$ cat src/rtl/lfdc_pkg.sv
// ----------------------------------------------------------------------------
// lfdc_pkg
// Shared types and constants for the line follow drive controller.
// ----------------------------------------------------------------------------
package lfdc_pkg;

  localparam int COUNT_BITS_DEF = 16;
  localparam int DUTY_BITS_DEF  = 10;

  localparam int ACC_W = 11;  // pwm accumulator, always within +/- 1023
  localparam int ERR_W = 4;   // line error in half units
  localparam int TGT_W = 12;  // wheel target
  localparam int Q_W   = 8;   // serial multiplier operand, one bit per cycle
  localparam int CNT_W = 4;   // multiplier bit counter
  localparam int CFG_W = 10;
  localparam int IDX_W = 3;

  localparam logic [IDX_W-1:0] REG_STEER_GAIN  = 3'd0;
  localparam logic [IDX_W-1:0] REG_STEER_DAMP  = 3'd1;
  localparam logic [IDX_W-1:0] REG_MOTOR_GAIN  = 3'd2;
  localparam logic [IDX_W-1:0] REG_BASE_SPEED  = 3'd3;
  localparam logic [IDX_W-1:0] REG_PIVOT_SPEED = 3'd4;
  localparam logic [IDX_W-1:0] REG_SLOW_DOWN   = 3'd5;
  localparam logic [IDX_W-1:0] REG_DUTY_LIMIT  = 3'd6;

  localparam logic [8:0] RST_STEER_GAIN  = 9'd14;
  localparam logic [8:0] RST_STEER_DAMP  = 9'd45;
  localparam logic [7:0] RST_MOTOR_GAIN  = 8'd32;
  localparam logic [7:0] RST_BASE_SPEED  = 8'd40;
  localparam logic [6:0] RST_PIVOT_SPEED = 7'd20;
  localparam logic [6:0] RST_SLOW_DOWN   = 7'd10;
  localparam logic [9:0] RST_DUTY_LIMIT  = 10'd999;

  localparam logic [1:0] MODE_STOP   = 2'd0;
  localparam logic [1:0] MODE_FOLLOW = 2'd1;
  localparam logic [1:0] MODE_MANUAL = 2'd2;

  localparam logic [1:0] DIR_OFF = 2'd0;
  localparam logic [1:0] DIR_FWD = 2'd1;
  localparam logic [1:0] DIR_REV = 2'd2;

  localparam logic [CNT_W-1:0] NBITS_ERR  = 4'd4;
  localparam logic [CNT_W-1:0] NBITS_DERR = 4'd6;
  localparam logic [CNT_W-1:0] NBITS_GAIN = 4'd8;

  typedef enum logic [3:0] {
    ST_IDLE,
    ST_STEER_P,
    ST_STEER_D,
    ST_TURN,
    ST_LEFT_GO,
    ST_LEFT_MUL,
    ST_LEFT_POST,
    ST_LEFT_CLAMP,
    ST_RIGHT_GO,
    ST_RIGHT_MUL,
    ST_RIGHT_POST,
    ST_RIGHT_CLAMP,
    ST_WRITE
  } state_t;

  typedef struct packed {
    logic             start;
    logic             clear;
    logic             sgn;
    logic [CNT_W-1:0] nbits;
  } mul_ctl_t;

endpackage

$ cat src/rtl/line_follow_drive_controller_top.sv
// ----------------------------------------------------------------------------
// line_follow_drive_controller_top
// Follow mode: a request runs the bit-serial steering multiplies (4 + 6 bits),
// then per wheel a gain multiply (8 bits, one bit a cycle), post and clamp,
// then the result register loads; in_stall holds until that write is done.
// Manual and undefined mode skip the steering terms; stop goes to ST_WRITE.
// A finished result waiting on out_stall delays only the following request.
// Synchronous reset loads the register defaults and clears error and pwm state.
// ----------------------------------------------------------------------------
module line_follow_drive_controller_top import lfdc_pkg::*; #(
  parameter int COUNT_BITS = COUNT_BITS_DEF,
  parameter int DUTY_BITS  = DUTY_BITS_DEF
) (
  input  logic                         clk,
  input  logic                         rst,
  input  logic                         cfg_write,
  input  logic [IDX_W-1:0]             cfg_index,
  input  logic [CFG_W-1:0]             cfg_data,
  input  logic                         in_valid,
  output logic                         in_stall,
  input  logic [4:0]                   sensor_bits,
  input  logic signed [COUNT_BITS-1:0] count_left,
  input  logic signed [COUNT_BITS-1:0] count_right,
  input  logic [1:0]                   drive_mode,
  input  logic signed [10:0]           manual_left,
  input  logic signed [10:0]           manual_right,
  output logic                         out_valid,
  input  logic                         out_stall,
  output logic signed [TGT_W-1:0]      target_left,
  output logic signed [TGT_W-1:0]      target_right,
  output logic [DUTY_BITS-1:0]         duty_left,
  output logic [DUTY_BITS-1:0]         duty_right,
  output logic [1:0]                   dir_left,
  output logic [1:0]                   dir_right,
  output logic signed [ERR_W-1:0]      line_error
);

  localparam int MW = ((COUNT_BITS > TGT_W) ? COUNT_BITS : TGT_W) + 1;
  localparam int PW = MW + Q_W;
  localparam logic [16:0] DMAX = 17'((1 << DUTY_BITS) - 1);
  localparam logic [4:0] SENS_NONE = 5'b00000;

  function automatic logic signed [ERR_W-1:0] map_sensors(
    input logic [4:0]              bits,
    input logic signed [ERR_W-1:0] prev
  );
    logic signed [ERR_W-1:0] e;
    unique case (bits) inside
      5'd4, 5'd14, 5'd31: e = 4'sd0;
      5'd12:              e = -4'sd1;
      5'd8:               e = -4'sd2;
      5'd24, 5'd20, 5'd28: e = -4'sd3;
      5'd16:              e = -4'sd4;
      5'd6:               e = 4'sd1;
      5'd2:               e = 4'sd2;
      5'd3, 5'd5, 5'd7:   e = 4'sd3;
      5'd1:               e = 4'sd4;
      SENS_NONE: begin
        // line lost: hold hard toward the side it was last seen on
        if (prev > 4'sd0) e = 4'sd4;
        else if (prev < 4'sd0) e = -4'sd4;
        else e = 4'sd0;
      end
      default:            e = prev;
    endcase
    return e;
  endfunction

  state_t state, state_next;

  // configuration
  logic signed [8:0] steer_gain;
  logic signed [8:0] steer_damp;
  logic [7:0]        motor_gain;
  logic signed [7:0] base_speed;
  logic [6:0]        pivot_mag;
  logic [6:0]        slow_down;
  logic [9:0]        duty_limit;

  // persistent state
  logic signed [ERR_W-1:0] prev_error;
  logic signed [ACC_W-1:0] acc_l, acc_r;

  // per-request registers
  logic [1:0]                   mode_q;
  logic signed [ERR_W-1:0]      err_q;
  logic signed [5:0]            derr2_q;
  logic signed [COUNT_BITS-1:0] act_l, act_r;
  logic signed [TGT_W-1:0]      tl, tr;
  logic signed [PW-1:0]         sum_q;

  logic                         accept, out_free;
  logic signed [ERR_W-1:0]      err_in;
  logic signed [4:0]            err_diff;
  logic signed [5:0]            derr2_in;
  logic                         cr_min;
  logic signed [COUNT_BITS-1:0] ar_in;

  mul_ctl_t             mul_ctl;
  logic signed [MW-1:0] mul_mcand;
  logic [Q_W-1:0]       mul_mplier;
  logic signed [PW-1:0] prod;
  logic                 mul_done;

  logic signed [MW-1:0]    diff_l, diff_r;
  logic signed [PW-1:0]    turn_adj, turn_full;
  logic signed [TGT_W-1:0] turn, base_adj, piv, turn_l, turn_r;
  logic [ERR_W-1:0]        abs_err;
  logic signed [PW-1:0]    quot_adj, quot, post_sum;
  logic signed [ACC_W-1:0] acc_sel, clamp_val;
  logic [9:0]              lim;
  logic signed [PW-1:0]    lim_pos, lim_neg;
  logic [9:0]              mag_l, mag_r;

  assign accept   = in_valid && (state == ST_IDLE);
  assign in_stall = (state != ST_IDLE);
  assign out_free = !out_valid || !out_stall;

  assign err_in   = map_sensors(sensor_bits, prev_error);
  assign err_diff = 5'(err_in) - 5'(prev_error);
  assign derr2_in = {err_diff, 1'b0};

  // negated right count, most negative value saturates
  assign cr_min = (count_right == {1'b1, {(COUNT_BITS-1){1'b0}}});
  assign ar_in  = cr_min ? {1'b0, {(COUNT_BITS-1){1'b1}}} : -count_right;

  assign diff_l = MW'(tl) - MW'(act_l);
  assign diff_r = MW'(tr) - MW'(act_r);

  // steering term, divided by four toward zero
  assign turn_adj  = prod + (prod[PW-1] ? PW'(3) : PW'(0));
  assign turn_full = turn_adj >>> 2;
  assign turn      = turn_full[TGT_W-1:0];
  assign abs_err   = err_q[ERR_W-1] ? ERR_W'(-err_q) : ERR_W'(err_q);
  assign base_adj  = TGT_W'(base_speed)
                   - ((abs_err == 4'd2) ? TGT_W'(slow_down) : TGT_W'(0));
  assign piv       = err_q[ERR_W-1] ? -TGT_W'(pivot_mag) : TGT_W'(pivot_mag);
  assign turn_l    = (abs_err >= 4'd3) ? piv : base_adj + turn;
  assign turn_r    = (abs_err >= 4'd3) ? -piv : base_adj - turn;

  // speed loop increment, divided by sixteen toward zero
  assign quot_adj = prod + (prod[PW-1] ? PW'(15) : PW'(0));
  assign quot     = quot_adj >>> 4;
  assign acc_sel  = (state == ST_LEFT_POST) ? acc_l : acc_r;
  assign post_sum = PW'(acc_sel) + quot;

  assign lim       = ({7'd0, duty_limit} > DMAX) ? DMAX[9:0] : duty_limit;
  assign lim_pos   = PW'({1'b0, lim});
  assign lim_neg   = -lim_pos;
  assign clamp_val = (sum_q > lim_pos) ? ACC_W'({1'b0, lim})
                   : (sum_q < lim_neg) ? -ACC_W'({1'b0, lim})
                   : sum_q[ACC_W-1:0];

  assign mag_l = 10'(acc_l[ACC_W-1] ? -acc_l : acc_l);
  assign mag_r = 10'(acc_r[ACC_W-1] ? -acc_r : acc_r);

  lfdc_mul #(.MW(MW), .PW(PW)) u_mul (
    .clk    (clk),
    .rst    (rst),
    .ctl    (mul_ctl),
    .mcand  (mul_mcand),
    .mplier (mul_mplier),
    .prod   (prod),
    .done   (mul_done)
  );

  // next state
  always_comb begin
    state_next = state;
    unique case (state)
      ST_IDLE: begin
        if (accept) begin
          unique case (drive_mode)
            MODE_STOP:   state_next = ST_WRITE;
            MODE_FOLLOW: state_next = ST_STEER_P;
            default:     state_next = ST_LEFT_GO;
          endcase
        end
      end
      ST_STEER_P:     if (mul_done) state_next = ST_STEER_D;
      ST_STEER_D:     if (mul_done) state_next = ST_TURN;
      ST_TURN:        state_next = ST_LEFT_GO;
      ST_LEFT_GO:     state_next = ST_LEFT_MUL;
      ST_LEFT_MUL:    if (mul_done) state_next = ST_LEFT_POST;
      ST_LEFT_POST:   state_next = ST_LEFT_CLAMP;
      ST_LEFT_CLAMP:  state_next = ST_RIGHT_GO;
      ST_RIGHT_GO:    state_next = ST_RIGHT_MUL;
      ST_RIGHT_MUL:   if (mul_done) state_next = ST_RIGHT_POST;
      ST_RIGHT_POST:  state_next = ST_RIGHT_CLAMP;
      ST_RIGHT_CLAMP: state_next = ST_WRITE;
      ST_WRITE:       if (out_free) state_next = ST_IDLE;
      default:        state_next = ST_IDLE;
    endcase
  end

  // multiplier requests
  always_comb begin
    mul_ctl    = '0;
    mul_mcand  = '0;
    mul_mplier = '0;
    unique case (state)
      ST_IDLE: begin
        if (accept && (drive_mode == MODE_FOLLOW)) begin
          mul_ctl    = '{start: 1'b1, clear: 1'b1, sgn: 1'b1, nbits: NBITS_ERR};
          mul_mcand  = MW'(steer_gain);
          mul_mplier = Q_W'(err_in);
        end
      end
      ST_STEER_P: begin
        if (mul_done) begin
          // derivative term adds onto the proportional product
          mul_ctl    = '{start: 1'b1, clear: 1'b0, sgn: 1'b1, nbits: NBITS_DERR};
          mul_mcand  = MW'(steer_damp);
          mul_mplier = Q_W'(derr2_q);
        end
      end
      ST_LEFT_GO: begin
        mul_ctl    = '{start: 1'b1, clear: 1'b1, sgn: 1'b0, nbits: NBITS_GAIN};
        mul_mcand  = diff_l;
        mul_mplier = motor_gain;
      end
      ST_RIGHT_GO: begin
        mul_ctl    = '{start: 1'b1, clear: 1'b1, sgn: 1'b0, nbits: NBITS_GAIN};
        mul_mcand  = diff_r;
        mul_mplier = motor_gain;
      end
      default: begin
        mul_ctl = '0;
      end
    endcase
  end

  always_ff @(posedge clk) begin
    if (rst) begin
      state       <= ST_IDLE;
      steer_gain  <= RST_STEER_GAIN;
      steer_damp  <= RST_STEER_DAMP;
      motor_gain  <= RST_MOTOR_GAIN;
      base_speed  <= RST_BASE_SPEED;
      pivot_mag   <= RST_PIVOT_SPEED;
      slow_down   <= RST_SLOW_DOWN;
      duty_limit  <= RST_DUTY_LIMIT;
      prev_error  <= '0;
      acc_l       <= '0;
      acc_r       <= '0;
      out_valid   <= 1'b0;
    end else begin
      state <= state_next;
      if (cfg_write) begin
        unique case (cfg_index)
          REG_STEER_GAIN:  steer_gain  <= cfg_data[8:0];
          REG_STEER_DAMP:  steer_damp  <= cfg_data[8:0];
          REG_MOTOR_GAIN:  motor_gain  <= cfg_data[7:0];
          REG_BASE_SPEED:  base_speed  <= cfg_data[7:0];
          REG_PIVOT_SPEED: pivot_mag   <= cfg_data[6:0];
          REG_SLOW_DOWN:   slow_down   <= cfg_data[6:0];
          REG_DUTY_LIMIT:  duty_limit  <= cfg_data[9:0];
          default: ;
        endcase
      end
      if (accept) begin
        if (drive_mode == MODE_STOP) begin
          prev_error <= '0;
          acc_l      <= '0;
          acc_r      <= '0;
        end else if (drive_mode == MODE_FOLLOW) begin
          prev_error <= err_in;
        end
      end
      if (state == ST_LEFT_CLAMP) acc_l <= clamp_val;
      if (state == ST_RIGHT_CLAMP) acc_r <= clamp_val;
      if ((state == ST_WRITE) && out_free) begin
        out_valid <= 1'b1;
      end else if (!out_stall) begin
        out_valid <= 1'b0;
      end
    end
  end

  always_ff @(posedge clk) begin
    if (accept) begin
      mode_q  <= drive_mode;
      err_q   <= err_in;
      derr2_q <= derr2_in;
      act_l   <= count_left;
      act_r   <= ar_in;
      if (drive_mode == MODE_MANUAL) begin
        tl <= TGT_W'(manual_left);
        tr <= TGT_W'(manual_right);
      end else begin
        tl <= '0;
        tr <= '0;
      end
    end
    if (state == ST_TURN) begin
      tl <= turn_l;
      tr <= turn_r;
    end
    if ((state == ST_LEFT_POST) || (state == ST_RIGHT_POST)) begin
      sum_q <= post_sum;
    end
    if ((state == ST_WRITE) && out_free) begin
      target_left  <= tl;
      target_right <= tr;
      duty_left    <= DUTY_BITS'(mag_l);
      duty_right   <= DUTY_BITS'(mag_r);
      line_error   <= prev_error;
      if (mode_q == MODE_STOP) begin
        dir_left  <= DIR_OFF;
        dir_right <= DIR_OFF;
      end else begin
        dir_left  <= acc_l[ACC_W-1] ? DIR_REV : DIR_FWD;
        dir_right <= acc_r[ACC_W-1] ? DIR_REV : DIR_FWD;
      end
    end
  end

endmodule

$ cat src/rtl/lfdc_mul.sv
// ----------------------------------------------------------------------------
// lfdc_mul
// Bit-serial shift-add multiplier, one multiplier bit per cycle, with an
// accumulating product register shared by steering and both speed loops.
// ----------------------------------------------------------------------------
module lfdc_mul import lfdc_pkg::*; #(
  parameter int MW = 17,
  parameter int PW = MW + Q_W
) (
  input  logic                 clk,
  input  logic                 rst,
  input  mul_ctl_t             ctl,
  input  logic signed [MW-1:0] mcand,
  input  logic [Q_W-1:0]       mplier,
  output logic signed [PW-1:0] prod,
  output logic                 done
);

  logic                 busy;
  logic [CNT_W-1:0]     cnt;
  logic signed [PW-1:0] mreg;
  logic [Q_W-1:0]       qreg;
  logic                 sgn;
  logic                 last;

  assign last = busy && (cnt == CNT_W'(1));

  always_ff @(posedge clk) begin
    if (rst) begin
      busy <= 1'b0;
      cnt  <= '0;
      done <= 1'b0;
    end else begin
      done <= last;
      if (ctl.start) begin
        busy <= 1'b1;
        cnt  <= ctl.nbits;
      end else if (busy) begin
        cnt <= cnt - CNT_W'(1);
        if (last) begin
          busy <= 1'b0;
        end
      end
    end
  end

  always_ff @(posedge clk) begin
    if (ctl.start) begin
      mreg <= PW'(mcand);
      qreg <= mplier;
      sgn  <= ctl.sgn;
      if (ctl.clear) begin
        prod <= '0;
      end
    end else if (busy) begin
      // two's complement operand: the top bit carries negative weight
      if (qreg[0]) begin
        if (sgn && last) begin
          prod <= prod - mreg;
        end else begin
          prod <= prod + mreg;
        end
      end
      mreg <= mreg <<< 1;
      qreg <= qreg >> 1;
    end
  end

endmodule

$ cat config.mk
export PLATFORM = sky130hd
export DESIGN_NAME = line_follow_drive_controller_top
export DESIGN_NICKNAME = d
export VERILOG_FILES = /design/src/rtl/lfdc_pkg.sv /design/src/rtl/line_follow_drive_controller_top.sv /design/src/rtl/lfdc_mul.sv
export SDC_FILE = /design/constraint.sdc
export NUM_CORES = 1
export LEC_CHECK = 0
export BUFFER_PORTS_ARGS = -buffer_cell sky130_fd_sc_hd__buf_2
export CORE_UTILIZATION = 51
export CTS_CLUSTER_SIZE = 28
export DETAILED_ROUTE_END_ITERATION = 10
export PLACE_DENSITY = 0.69
export SYNTH_ARGS = -nofsm -noshare
export SYNTH_HDL_FRONTEND = slang
export SYNTH_SLANG_ARGS = --single-unit
export TNS_END_PERCENT = 5
$ cat constraint.sdc
create_clock -name clk -period 14.1 [get_ports clk]
set_input_delay 2.115 -clock clk [delete_from_list [all_inputs] [get_ports clk]]
set_output_delay 2.115 -clock clk [all_outputs]
set_load 0.02 [all_outputs]
-- After elaboration in Yosys (flattened, before gate mapping)
Index checks and enable logic that the tools add are counted.
Widths: inputs -> output; s select.
- register bits: 298
- latch bits: 0
- memory bits (writable): 0
- ROM bits: 0
- input port bits: 79
- memories kept: 0
- $add $sub $neg: 20
- multiply operators: 0
- divide/modulo/power cells: 0
- order comparisons: 5
- equality and inequality tests: 46
- shift-type cells: 0
- mux-type cells: 62
- bitwise gates (word level): 0
- reduce and logical (&&, ||, !) cells: 39
- operators by type and width (cell ; count):
    $mux 25 ; 7
    $mux 12 ; 9
    $mux 11 ; 7
    $pmux 17 s4 ; 1
    $mux 4 ; 14
    $pmux 4 s13 ; 1
    $pmux 4 s10 ; 1
    $mux 17 ; 2
    $sub 12x16->17 ; 2
    $mux 8 ; 4
    $add 25x25->25 ; 1
    $add 25x5->25 ; 1
    $eq 5x5->1 const B ; 5
    $gt 25x11->1 ; 1
    $lt 25x25->1 ; 1
    $neg 10->25 ; 1
    $sub 25x25->25 ; 1
    $pmux 8 s3 ; 1
    $add 11x21->22 ; 1
    $mux 7 ; 3
    $pmux 7 s3 ; 1
    $eq 4x4->1 const B ; 5
    $eq 5x3->1 const B ; 4
    $mux 10 ; 2
    other kinds (46) ; 96

-- Depth between registers and ports, before layout
Gate-level depths: netlist of run 1.
- word-level depth: 8
- depth in mapped cells: 24
- depth with buffers taken out: 23

-- Hierarchy
From an unflattened synthesis of run 1, not the netlist that was laid out.
- cell total of the unflattened synthesis: 2165
- area total of the unflattened synthesis: 20009.2 µm²
- modules (own cells, without submodules) (module ; instances ; cells an instance ; area an instance (µm²) ; sequential area each (µm²)):
    line_follow_drive_controller_top ; 1 ; 1707 ; 15511.1 ; 6015.8
    lfdc_mul ; 1 ; 458 ; 4498.1 ; 1891.8

-- Worst setup path before layout of run 1
Ideal clock, no wire load.
- kind: input port to flip-flop
- start point: in out_stall
- end point: reg dir_left[0] (enable)
- setup time: 479 ps
- data arrival time: 4674 ps
- setup slack: 8948 ps
- stages: 1
- buffers on the path: 0
- path through: a21oi_1
- word-level cells in the longest chain between the ends: 3
- RTL lines (what ; RTL line ; source):
    start, declared ; line_follow_drive_controller_top.sv:28 ; input logic out_stall,
    $logic_not 1->1 ; -- ;
    $logic_or 1x1->1 ; line_follow_drive_controller_top.sv:117 ; assign out_free = !out_valid || !out_stall;
    $logic_and 1x1->1 ; line_follow_drive_controller_top.sv:302 ; if ((state == ST_WRITE) && out_free) begin
    end signal, assigned ; line_follow_drive_controller_top.sv:312 ; dir_left <= acc_l[ACC_W-1] ? DIR_REV : DIR_FWD;
    end, declared ; line_follow_drive_controller_top.sv:33 ; output logic [1:0] dir_left,
Every way passes these cells.
A chain may end at the register's enable or synchronous reset.

-- Worst setup path after layout of run 1
- start point: reg duty_limit[2]
- end point: reg acc_l[2]
- word-level cells in the longest chain between the ends: 5
- elaborated cells on any way between the ends: 7
- RTL lines (what ; RTL line ; source):
    start, declared ; line_follow_drive_controller_top.sv:78 ; logic [9:0] duty_limit;
    start signal, assigned ; line_follow_drive_controller_top.sv:257 ; REG_DUTY_LIMIT: duty_limit <= cfg_data[9:0];
    $neg 10->25 ; line_follow_drive_controller_top.sv:149 ; assign lim_neg = -lim_pos;
    $lt 25x25->1 ; line_follow_drive_controller_top.sv:151 ; : (sum_q < lim_neg) ? -ACC_W'({1'b0, lim})
    $mux 11 ; line_follow_drive_controller_top.sv:151 ;
    $mux 11 (*) ; line_follow_drive_controller_top.sv:150 ; assign clamp_val = (sum_q > lim_pos) ? ACC_W'({1'b0, lim})
    $mux 11 (*) ; line_follow_drive_controller_top.sv:270 ; if (state == ST_LEFT_CLAMP) acc_l <= clamp_val;
    end signal, assigned ; line_follow_drive_controller_top.sv:270 ;
    end, declared ; line_follow_drive_controller_top.sv:82 ; logic signed [ACC_W-1:0] acc_l, acc_r;
Mark *: on every way between the ends. The rest lies on a longest branch, timed or not.

==> results.yml, run 1 <==
worst_setup_path:
  path_buf_inv: 0
  worstSetupStartpointType: "flop"
  critPathSlowestCell: "nand3b_1"
  endpoint_kind: "flop"
  cp_common_cell: "or3_1"
  crit_type: "reg -> reg"
  crit_path_max_fanout: 24
  slowest_delay_ps: 740
  arrival_ps: 5540
  cp_top_family: "simple AND/OR/NAND/NOR gates"
  crit_chain: "or3_4, or3_1, or3_1, or3_1, nor2_1, ha_1, nor2b_1, o31ai_1, nor4bb_1, nand3b_1, and3_1, a222oi_1, a21oi_1"
  reg2reg_depth: 13
  crit_cells: 13
  crit_required_ps: 14480
placed_design:
  port_buffers: 132
  gp_congestion: 0.961
  dpl.hpwl_um: 39000
  dp_slack_ps: 9000
timing:
  final_hold_viol_count: 0
  setup_viol: 0
  fmax_mhz: 194
  slew_headroom_pct: 15.8
  rsz0062_at_grt: "no"
  slew_violations: 0
  worstMarginPinSlew_ps: 1250
  final.setup_skew_ps: 25.5
  timing.setup.tns_ps: 0
  fin_crit_sh_pct: 36.6
  hold-worst-slack_ps: 451
  layout_setup_ws_ps: 8940
  min_period_ps: 5160
global_route:
  track_usage_pct: 26.4
  grt_pass1_vias: 15600
  antenna_found_initial: 0
  grt_pass1_wl_um: 82100
  overflow: 0
  grt_max_degree: 99
power:
  power.internal_uw: 2580
  p_clk_share_pct: 21.2
  combPwrFrac_pct: 46.4
  power_uw: 4360
  leakagePower_uw: 0.00896
  power_density_nw_per_um2: 198
  power.share.sequential_pct: 32.4
  ir_worst_vdd_uv: 114
  switching_share_pct: 40.7
  switchingPower_uw: 1770
logic_synthesis:
  synth_edf_count: 200
  synth_area_um2: 19600
  synth_top_flop_cell: "edfxtp_1"
  yosysTopAreaCell: "edfxtp_1"
  ys_warn_count: 0
  synthArstFlopShare_pct: 0
  synth.avg_cell_area_um2: 9.08
  yosysUniqueCellTypes: 72
  synth.top_cell.area_share_pct: 30.6
  synth.net_count: 2406
  ys_seq_area_share_pct: 40.3
  yosys-top-cells-area: "edfxtp_1 31%, ha_1 10%, dfxtp_1 9.7%"
  synth_seq_cells: 295
  synthCells: 2161
detailed_routing:
  wirelength_um: 51200
  drtIter0Drc: 1199
  drcViolationCount: 0
  wl_per_cell_um: 18.2
  num_vias: 16300
  viasPerCell: 5.81
  ant_nets: 0
  dr.pass1.iters: 5
layout:
  syn2layout_area_growth_pct: 11.8
  final_common_cell: "nand2_1"
  final_layout_size_suffix_gt1_share_pct: 10.2
  final_util_pct: 58.2
  final_cell_mix: "265 x nand2_1, 200 x edfxtp_1, 185 x nor2_1"
  diodes: 0
  num-fill-cells: 3332
  nets: 2516
clock_tree:
  cts_setup_buffers: 0
  cts.sinks: 295
  cts-root-buf: "clkbuf_16"
  cts.path.max_buffers: 3
  clk_pin_slew_worst_paths_ps: 60
  cts_hold_buffers: 0
  numCtsBuffers: 34
  cts_resized: 0
  worst_skew_pair.late_latency_ps: 550
  h-tree-depth: 2
  cts_tree: "yes"
floorplan:
  coreArea_um2: 37800
  die_w_um: 198
  row_count: 71
  design.die.area_um2: 39300
  ios: 133
  initial_core_util_pct: 52.0
  dieHeight_um: 198
status:
  outcome: "finished, final reports clean"
min_path:
  holdPathStages: 2
  holdCritPathClass: "reg -> reg"
run:
  cap_violations: 0
-- state kept, by name, summed over array words and instances (netlist names), 11 cells and up --
name and flops:
target_right 12, target_left 12, acc_r 11, u_mul.mreg 25, tl 12, u_mul.prod 25
acc_l 11, sum_q 22, act_r 16, act_l 16, tr 12
-- cell usage after synthesis, types with 8 or more instances --
master    count
inv_1       120
nor3_1       70
a211oi_1     19
xnor2_1     118
a31oi_1      28
nand3_1      61
o31ai_1      28
o21ai_0     109
fa_1          8
a211o_1       8
nand2b_1     25
mux2i_1      13
nand3b_1     28
o21bai_1     11
mux2_2       11
nand4_1      20
and3_1       19
xor2_1       66
a221oi_1     15
clkbuf_1     63
a21oi_1     152
nand2_1     265
edfxtp_1    200
o22ai_1      12
or3_1        18
dfxtp_1      95
o21a_1       24
nor2_1      185
nor2b_1      35
a22oi_1      16
a21o_1       38
ha_1        158
-- logic make-up (layout without fill, tap and decap cells) --
group                      Yosys count  in the layout  share of synthesized area (%)
AOI/OAI and AO/OA                  527            527                           17.1
xor gates and xnor gates           184            184                           8.21
adders and majority gates          166            166                           10.9
buffers and inverters              195            331                           3.84
DFF                                295            295                           40.3
muxes                               24             24                           1.29
and+or+nand+nor                    770            770                           18.4
-- power by group through the flow --
stage	logic [uW]	registers, uW	clock network, uW
after floorplan	1550	1360	0
after global placement	1950	1420	0
after detailed placement	1990	1420	0
after CTS	2010	1410	937
after global routing	2260	1430	964
final	2020	1410	924
-- layout make-up --
cell class	count	area (um2)	share of cell area, %
Clock buffer	43	935	4.26
Clock inverter	19	234	1.07
Inverter	120	450	2.05
Multi-Input combinational cell	1671	11000	50.1
Sequential cell	295	7910	36.0
Tap cell	511	639	2.91
Timing Repair Buffer	149	788	3.59
-- final timing paths --
kind | to | startpoint | slack [ps]
worst max-delay path | acc_l[2] | duty_limit[2] | 8940
worst min-delay path | slow_down[0] | slow_down[0] | 450
worst max register to register | acc_l[2] | duty_limit[2] | 8940
worst min register to register | slow_down[0] | slow_down[0] | 450
-- tightest hold or removal path: cells and delay by family (launching register included) --
kind	cells	cell delay, ps
AOI/OAI and AO/OA	1	50
and+or+nand+nor	1	50
DFF	1	300
-- through the flow --
step,cell area (um2),std cells
floorplan,19600,2161
global placement,20800,2746
detailed placement,20800,2746
CTS,21900,2808
global route,22000,2808
finish,22000,2808
-- routing by layer --
layer | share of wire, % | track usage, %
met3 | 6.0 | 3.51
met4 | 2.8 | 9.04
met1 | 44 | 34.7
met2 | 47 | 44.7
met5 | 0 | 0
No activity file was read; power rests on OpenSTA's default activity.
==> run 2: changes to the inputs <==
--- a/config.mk
+++ b/config.mk
@@ -5,6 +5,7 @@
 export SDC_FILE = /design/constraint.sdc
 export NUM_CORES = 1
 export LEC_CHECK = 0
+export ABC_AREA = 1
 export BUFFER_PORTS_ARGS = -buffer_cell sky130_fd_sc_hd__buf_2
 export CORE_UTILIZATION = 51
 export CTS_CLUSTER_SIZE = 28
==> constraint.sdc (replaced) <==
create_clock -name clk -period 5.2 [get_ports clk]
set_input_delay 0.78 -clock clk [delete_from_list [all_inputs] [get_ports clk]]
set_output_delay 0.78 -clock clk [all_outputs]
set_load 0.02 [all_outputs]
==> run 2 against run 1 <==
Net effect: power rose to 3.0 times the previous value; combinational power rose to 3.2 times the previous value; worst setup slack got worse by 8100 ps; clock skew fell by 14 ps; sequential power rose to 2.8 times the previous value; non-clock buffer count fell by 10; sequential share of layout area fell by 1.1 points; utilization fell by 0.077 points; die area rose by 3.7%; clock-buffer cell count rose by 6; clock power rose to 2.7 times the previous value; design area rose by 3.2%; critical path type unchanged.
==> results.yml, run 2 <==
clock_tree:
  cts.path.max_buffers: 3
  h-tree-depth: 2
  worst_skew_pair.late_latency_ps: 550
  clk_pin_slew_worst_paths_ps: 60
  cts_resized: 0
  cts_tree: "yes"
  cts_setup_buffers: 0
  cts_hold_buffers: 0
  cts.sinks: 295
  cts-root-buf: "clkbuf_16"
  numCtsBuffers: 35
layout:
  nets: 2979
  reg.largest.list: "u_mul.mreg: 25 flops, u_mul.prod: 25 flops, sum_q: 22 flops"
  final_cell_mix: "543 x nand2_1, 334 x inv_1, 253 x nor2_1"
  syn2layout_area_growth_pct: 11.2
  final_layout_size_suffix_gt1_share_pct: 10.1
  final_common_cell: "nand2_1"
  diodes: 0
  final_area_um2: 22700
power:
  leakagePower_uw: 0.0104
  switchingPower_uw: 5810
  power.internal_uw: 7060
  ir_worst_vdd_uv: 350
  switching_share_pct: 45.1
  power.share.sequential_pct: 30.7
  combPwrFrac_pct: 50.0
  p_clk_share_pct: 19.3
  power_density_nw_per_um2: 568
logic_synthesis:
  yosys.cell_count.top_type: "nand2_1"
  synth_commonest_cells: "543 x nand2_1, 335 x inv_1, 254 x nor2_1, 207 x a21oi_1, 200 x edfxtp_1"
  synth_top_flop_cell: "edfxtp_1"
  synth_area_um2: 20400
  synthArstFlopShare_pct: 0
  yosys-top-cells-area: "edfxtp_1 29%, nand2_1 10%, ha_1 9.7%"
  ys_warn_count: 0
  yosysUniqueCellTypes: 66
  synth.avg_cell_area_um2: 7.82
  synthCells: 2603
  yosysTopAreaCell: "edfxtp_1"
  synth_seq_cells: 295
  synth_edf_count: 200
  synth.net_count: 2848
  synth.top_cell.area_share_pct: 29.5
  ys_seq_area_share_pct: 38.8
timing:
  rsz0062_at_grt: "no"
  final_hold_viol_count: 0
  min_period_ps: 4350
  worstMarginPinSlew_ps: 1240
  fin_crit_sh_pct: 83.7
  timing.setup.tns_ps: 0
  setup_viol: 0
  final.setup_skew_ps: 11.8
  fmax_mhz: 230
  slew_violations: 0
  slew_headroom_pct: 17.0
floorplan:
  ios: 133
  die_w_um: 202
  initial_core_util_pct: 52.2
  row_count: 72
  coreArea_um2: 39000
  dieHeight_um: 202
  design.die.area_um2: 40700
global_route:
  grt_max_degree: 53
  grt_pass1_wl_um: 91900
  antenna_found_initial: 0
  grt_pass1_vias: 17500
  track_usage_pct: 28.3
  overflow: 0
detailed_routing:
  drtIter0Drc: 1364
  ant_nets: 0
  num_vias: 18200
  wirelength_um: 57600
  viasPerCell: 5.54
  drcViolationCount: 0
  dr.pass1.iters: 5
  wl_per_cell_um: 17.6
placed_design:
  dpl.hpwl_um: 44700
  port_buffers: 132
  gp_congestion: 0.925
  placed_area_um2: 21500
worst_setup_path:
  crit_path_max_fanout: 8
  crit_required_ps: 5500
  slowest_delay_ps: 420
  endpoint_kind: "flop"
  crit_type: "reg -> reg"
  cp_common_cell: "nand2_1"
  worstSetupStartpointType: "flop"
  arrival_ps: 4650
  critPathSlowestCell: "edfxtp_1"
status:
  outcome: "finished, final reports clean"
run:
  cap_violations: 0
min_path:
  holdCritPathClass: "in -> reg"
run 2: power groups by stage:
stage               clock network (uW)  registers [uW]  logic [uW]
floorplan                            0            3800        4820
global placement                     0            3990        6240
detailed placement                   0            4000        6340
CTS                               2510            3950        6390
global route                      2600            4010        7270
finish                            2480            3950        6440
run 2: routing by layer:
layer	wire length, um	GRT usage [%]	vias to the layer above
li1	-	-	9073
met1	26500	38.6	8516
met2	26900	47.3	490
met3	2750	3.32	84
met4	1400	7.47	0
met5	0	0	-
run 2: area by class of cell:
type	instances	area [um2]
Tap cell	518	648
Fill cell	3565	16400
Clock buffer	49	1050
Inverter	352	1330
Clock inverter	13	92.6
Sequential cell	295	7910
Timing Repair Buffer	139	713
Multi-Input combinational cell	1911	10900
run 2: through the flow:
stage / util [%] / worst slack [ps] / total power (uW) / hold slack (ps) / cells
after floorplan: - / 1440 / 8620 / 426 / 2603
after global placement: 55.1 / 1100 / 10200 / 442 / 3215
after detailed placement: 55.1 / 895 / 10300 / 443 / 3215
after CTS: 58.1 / 871 / 12900 / 384 / 3277
after global routing: 58.1 / 347 / 13900 / 390 / 3277
final: 58.1 / 847 / 12900 / 406 / 3277
run 2: critical path, delay by kind of cell, from the launching register on:
| kind | cells | cell delay (ps) |
|---|---|---|
| buf+inv | 4 | 460 |
| fa+ha+maj | 3 | 870 |
| compound gates | 7 | 820 |
| flops | 1 | 420 |
| xor+xnor | 1 | 260 |
| simple gates | 14 | 1250 |
run 2: cell families (layout without fill, tap and decap cells):
kind of cell,Yosys count,count (layout),share of synthesized area [%]
flops,295,295,38.8
buf+inv,397,553,7.63
compound gates,509,509,14.3
mux,1,1,0.0492
simple gates,1139,1139,24.6
xor+xnor,96,96,4.13
fa+ha+maj,166,166,10.5
run 2: path summary, 6_finish.rpt:
kind	cells past startpoint	start	end	slack [ps]
setup / recovery	29	err_q[1]	tr[10]	850
hold / removal	1	count_left[0]	act_l[0]	410
setup reg to reg	29	err_q[1]	tr[10]	850
hold reg to reg	2	slow_down[0]	slow_down[0]	460
==> run 3: changes to the inputs <==
--- a/config.mk
+++ b/config.mk
@@ -10,7 +10,7 @@
 export CORE_UTILIZATION = 51
 export CTS_CLUSTER_SIZE = 28
 export DETAILED_ROUTE_END_ITERATION = 10
-export PLACE_DENSITY = 0.69
+export PLACE_DENSITY = 0.72
 export SYNTH_ARGS = -nofsm -noshare
 export SYNTH_HDL_FRONTEND = slang
 export SYNTH_SLANG_ARGS = --single-unit
==> constraint.sdc (replaced) <==
create_clock -name clk -period 3.65 [get_ports clk]
set_input_delay 0.5475 -clock clk [delete_from_list [all_inputs] [get_ports clk]]
set_output_delay 0.5475 -clock clk [all_outputs]
set_load 0.02 [all_outputs]
==> run 3 against run 2 <==
Net effect: the flow now finishes with violations (negative setup slack); global-route usage increased by 0.37 points; first-iteration DRC count decreased by 0.81%; critical endpoint is now tr[5]; cell count increased by 4.3%; clock skew increased by 2.0 ps; hold slack got worse by 230 ps; worst setup slack got worse by 1000 ps; die area unchanged.
==> results.yml, run 3 (synthesized netlist as in run 2, its figures left out) <==
status:
  outcome: "finished with violations"
  violations: "negative setup slack"
floorplan:
  dieHeight_um: 202
  die_w_um: 202
  row_count: 72
  design.die.area_um2: 40700
  initial_core_util_pct: 52.2
  ios: 133
  coreArea_um2: 39000
worst_setup_path:
  r2r_start: "err_q[1]"
  endpoint_kind: "flop"
  crit_type: "reg -> reg"
  crit_required_ps: 3930
  critPathLaunch: "err_q[1]"
  arrival_ps: 4090
  rrSetupSlack_ps: -160
  worstSetupStartpointType: "flop"
  crit_path_max_fanout: 4
  reg2reg_depth: 23
timing:
  hold-worst-slack_ps: 179
  rsz0062_at_grt: "yes"
  fmax_mhz: 263
  slew_violations: 0
  layout_setup_ws_ps: -159
  final_hold_viol_count: 0
  min_period_ps: 3810
  slew_headroom_pct: 38.2
  fin_crit_sh_pct: 104
  worstMarginPinSlew_ps: 920
  final.setup_skew_ps: 13.8
  setup_viol: 15
layout:
  final_util_pct: 62.0
  syn2layout_area_growth_pct: 18.8
  final_layout_size_suffix_gt1_share_pct: 18.3
  diodes: 0
  final_area_um2: 24200
  final_cell_mix: "526 x nand2_1, 322 x inv_1, 247 x nor2_1"
  final_common_cell: "nand2_1"
  reg.largest.list: "u_mul.mreg: 25 flops, u_mul.prod: 25 flops, sum_q: 22 flops"
  nets: 3119
detailed_routing:
  num_vias: 18900
  drtIter0Drc: 1353
  ant_nets: 0
  viasPerCell: 5.52
  drcViolationCount: 0
  wl_per_cell_um: 17.1
  wirelength_um: 58500
  dr.pass1.iters: 5
clock_tree:
  h-tree-depth: 2
  cts-root-buf: "clkbuf_16"
  clk_pin_slew_worst_paths_ps: 60
  cts.sinks: 295
  numCtsBuffers: 34
  cts_hold_buffers: 0
  worst_skew_pair.late_latency_ps: 550
  cts_tree: "yes"
  cts.path.max_buffers: 3
global_route:
  track_usage_pct: 28.6
  overflow: 0
  grt_pass1_vias: 18200
  grt_max_degree: 56
  antenna_found_initial: 0
  grt_pass1_wl_um: 93300
placed_design:
  placed_area_um2: 22400
  port_buffers: 132
  dpl.hpwl_um: 44900
  gp_congestion: 0.903
min_path:
  holdCritPathClass: "in -> reg"
  hold_path.startpoint: "count_left[14]"
  holdPathStages: 1
power:
  ir_worst_vdd_uv: 580
  leakagePower_uw: 0.0111
  power_density_nw_per_um2: 811
  power_uw: 19600
run:
  cap_violations: 0
-- run 3: cell types whose count changed in the layout (fill, tap and decap cells not counted), moves of 13 or more --
cell | previous run | this run
ha_1 | 158 | 142
buf_4 | 7 | 147
nand2_2 | 12 | 26
ha_4 | 0 | 13
nand2_1 | 543 | 526
a21oi_1 | 207 | 185
o21ai_0 | 157 | 144
a21oi_2 | 2 | 23
-- run 3: per-layer routing --
layer / up-vias / track usage [%] / routed length (um)
met5: - / 0 / 0
met1: 8844 / 38.2 / 25900
met4: 0 / 9.44 / 1660
met2: 554 / 48.2 / 27700
met3: 104 / 3.42 / 3220
li1: 9363 / - / -
-- run 3: what timing repair did --
| item | in CTS | in global routing |
|---|---|---|
| pin swaps | 21 | 32 |
| resized for setup | 53 | 93 |
| endpoints found under the setup margin | 16 | 65 |
| setup buffers | 22 | 4 |
-- run 3: cell type report --
class / instances / area, um2
Clock buffer: 48 / 945
Inverter: 352 / 1330
Tap cell: 518 / 648
Clock inverter: 13 / 67.6
Multi-Input combinational cell: 1911 / 11500
Sequential cell: 295 / 7910
Fill cell: 3441 / 14800
Timing Repair Buffer: 280 / 1780
-- run 3: worst paths after layout --
path	endpoint
worst max register to register	tr[5]
worst max-delay path	tr[5]
worst min register to register	steer_gain[1]
worst min-delay path	act_l[14]
-- run 3: critical path: stages, from the launching register on --
cell	delay, ps
edfxtp_1	400
inv_2	100
ha_4	140
o21ai_2	50
nand2_1	50
nand2_1	80
inv_1	90
nand2_2	80
nor2_2	90
ha_2	170
inv_2	50
fa_2	380
buf_4	150
xor2_1	170
ha_1	310
inv_1	120
a21o_1	130
a31oi_1	50
buf_4	170
inv_1	110
a21oi_2	80
or2_2	280
a21oi_1	180
o21ai_0	90
-- run 3: metrics by stage --
step	TNS [ps]	instances	setup WS, ps
after global routing	-6090	3417	-399
after floorplan	-29.1	2603	-25.4
final	-1150	3417	-159
after detailed placement	-3160	3332	-324
after CTS	-474	3414	-136
after global placement	-1260	3332	-169
-- run 3: report_power, final --
part	leakage [uW]	switching, uW	internal [uW]
logic	0.00800	6720	4110
registers	0.00265	684	4890
clock network	0.000498	1400	1810
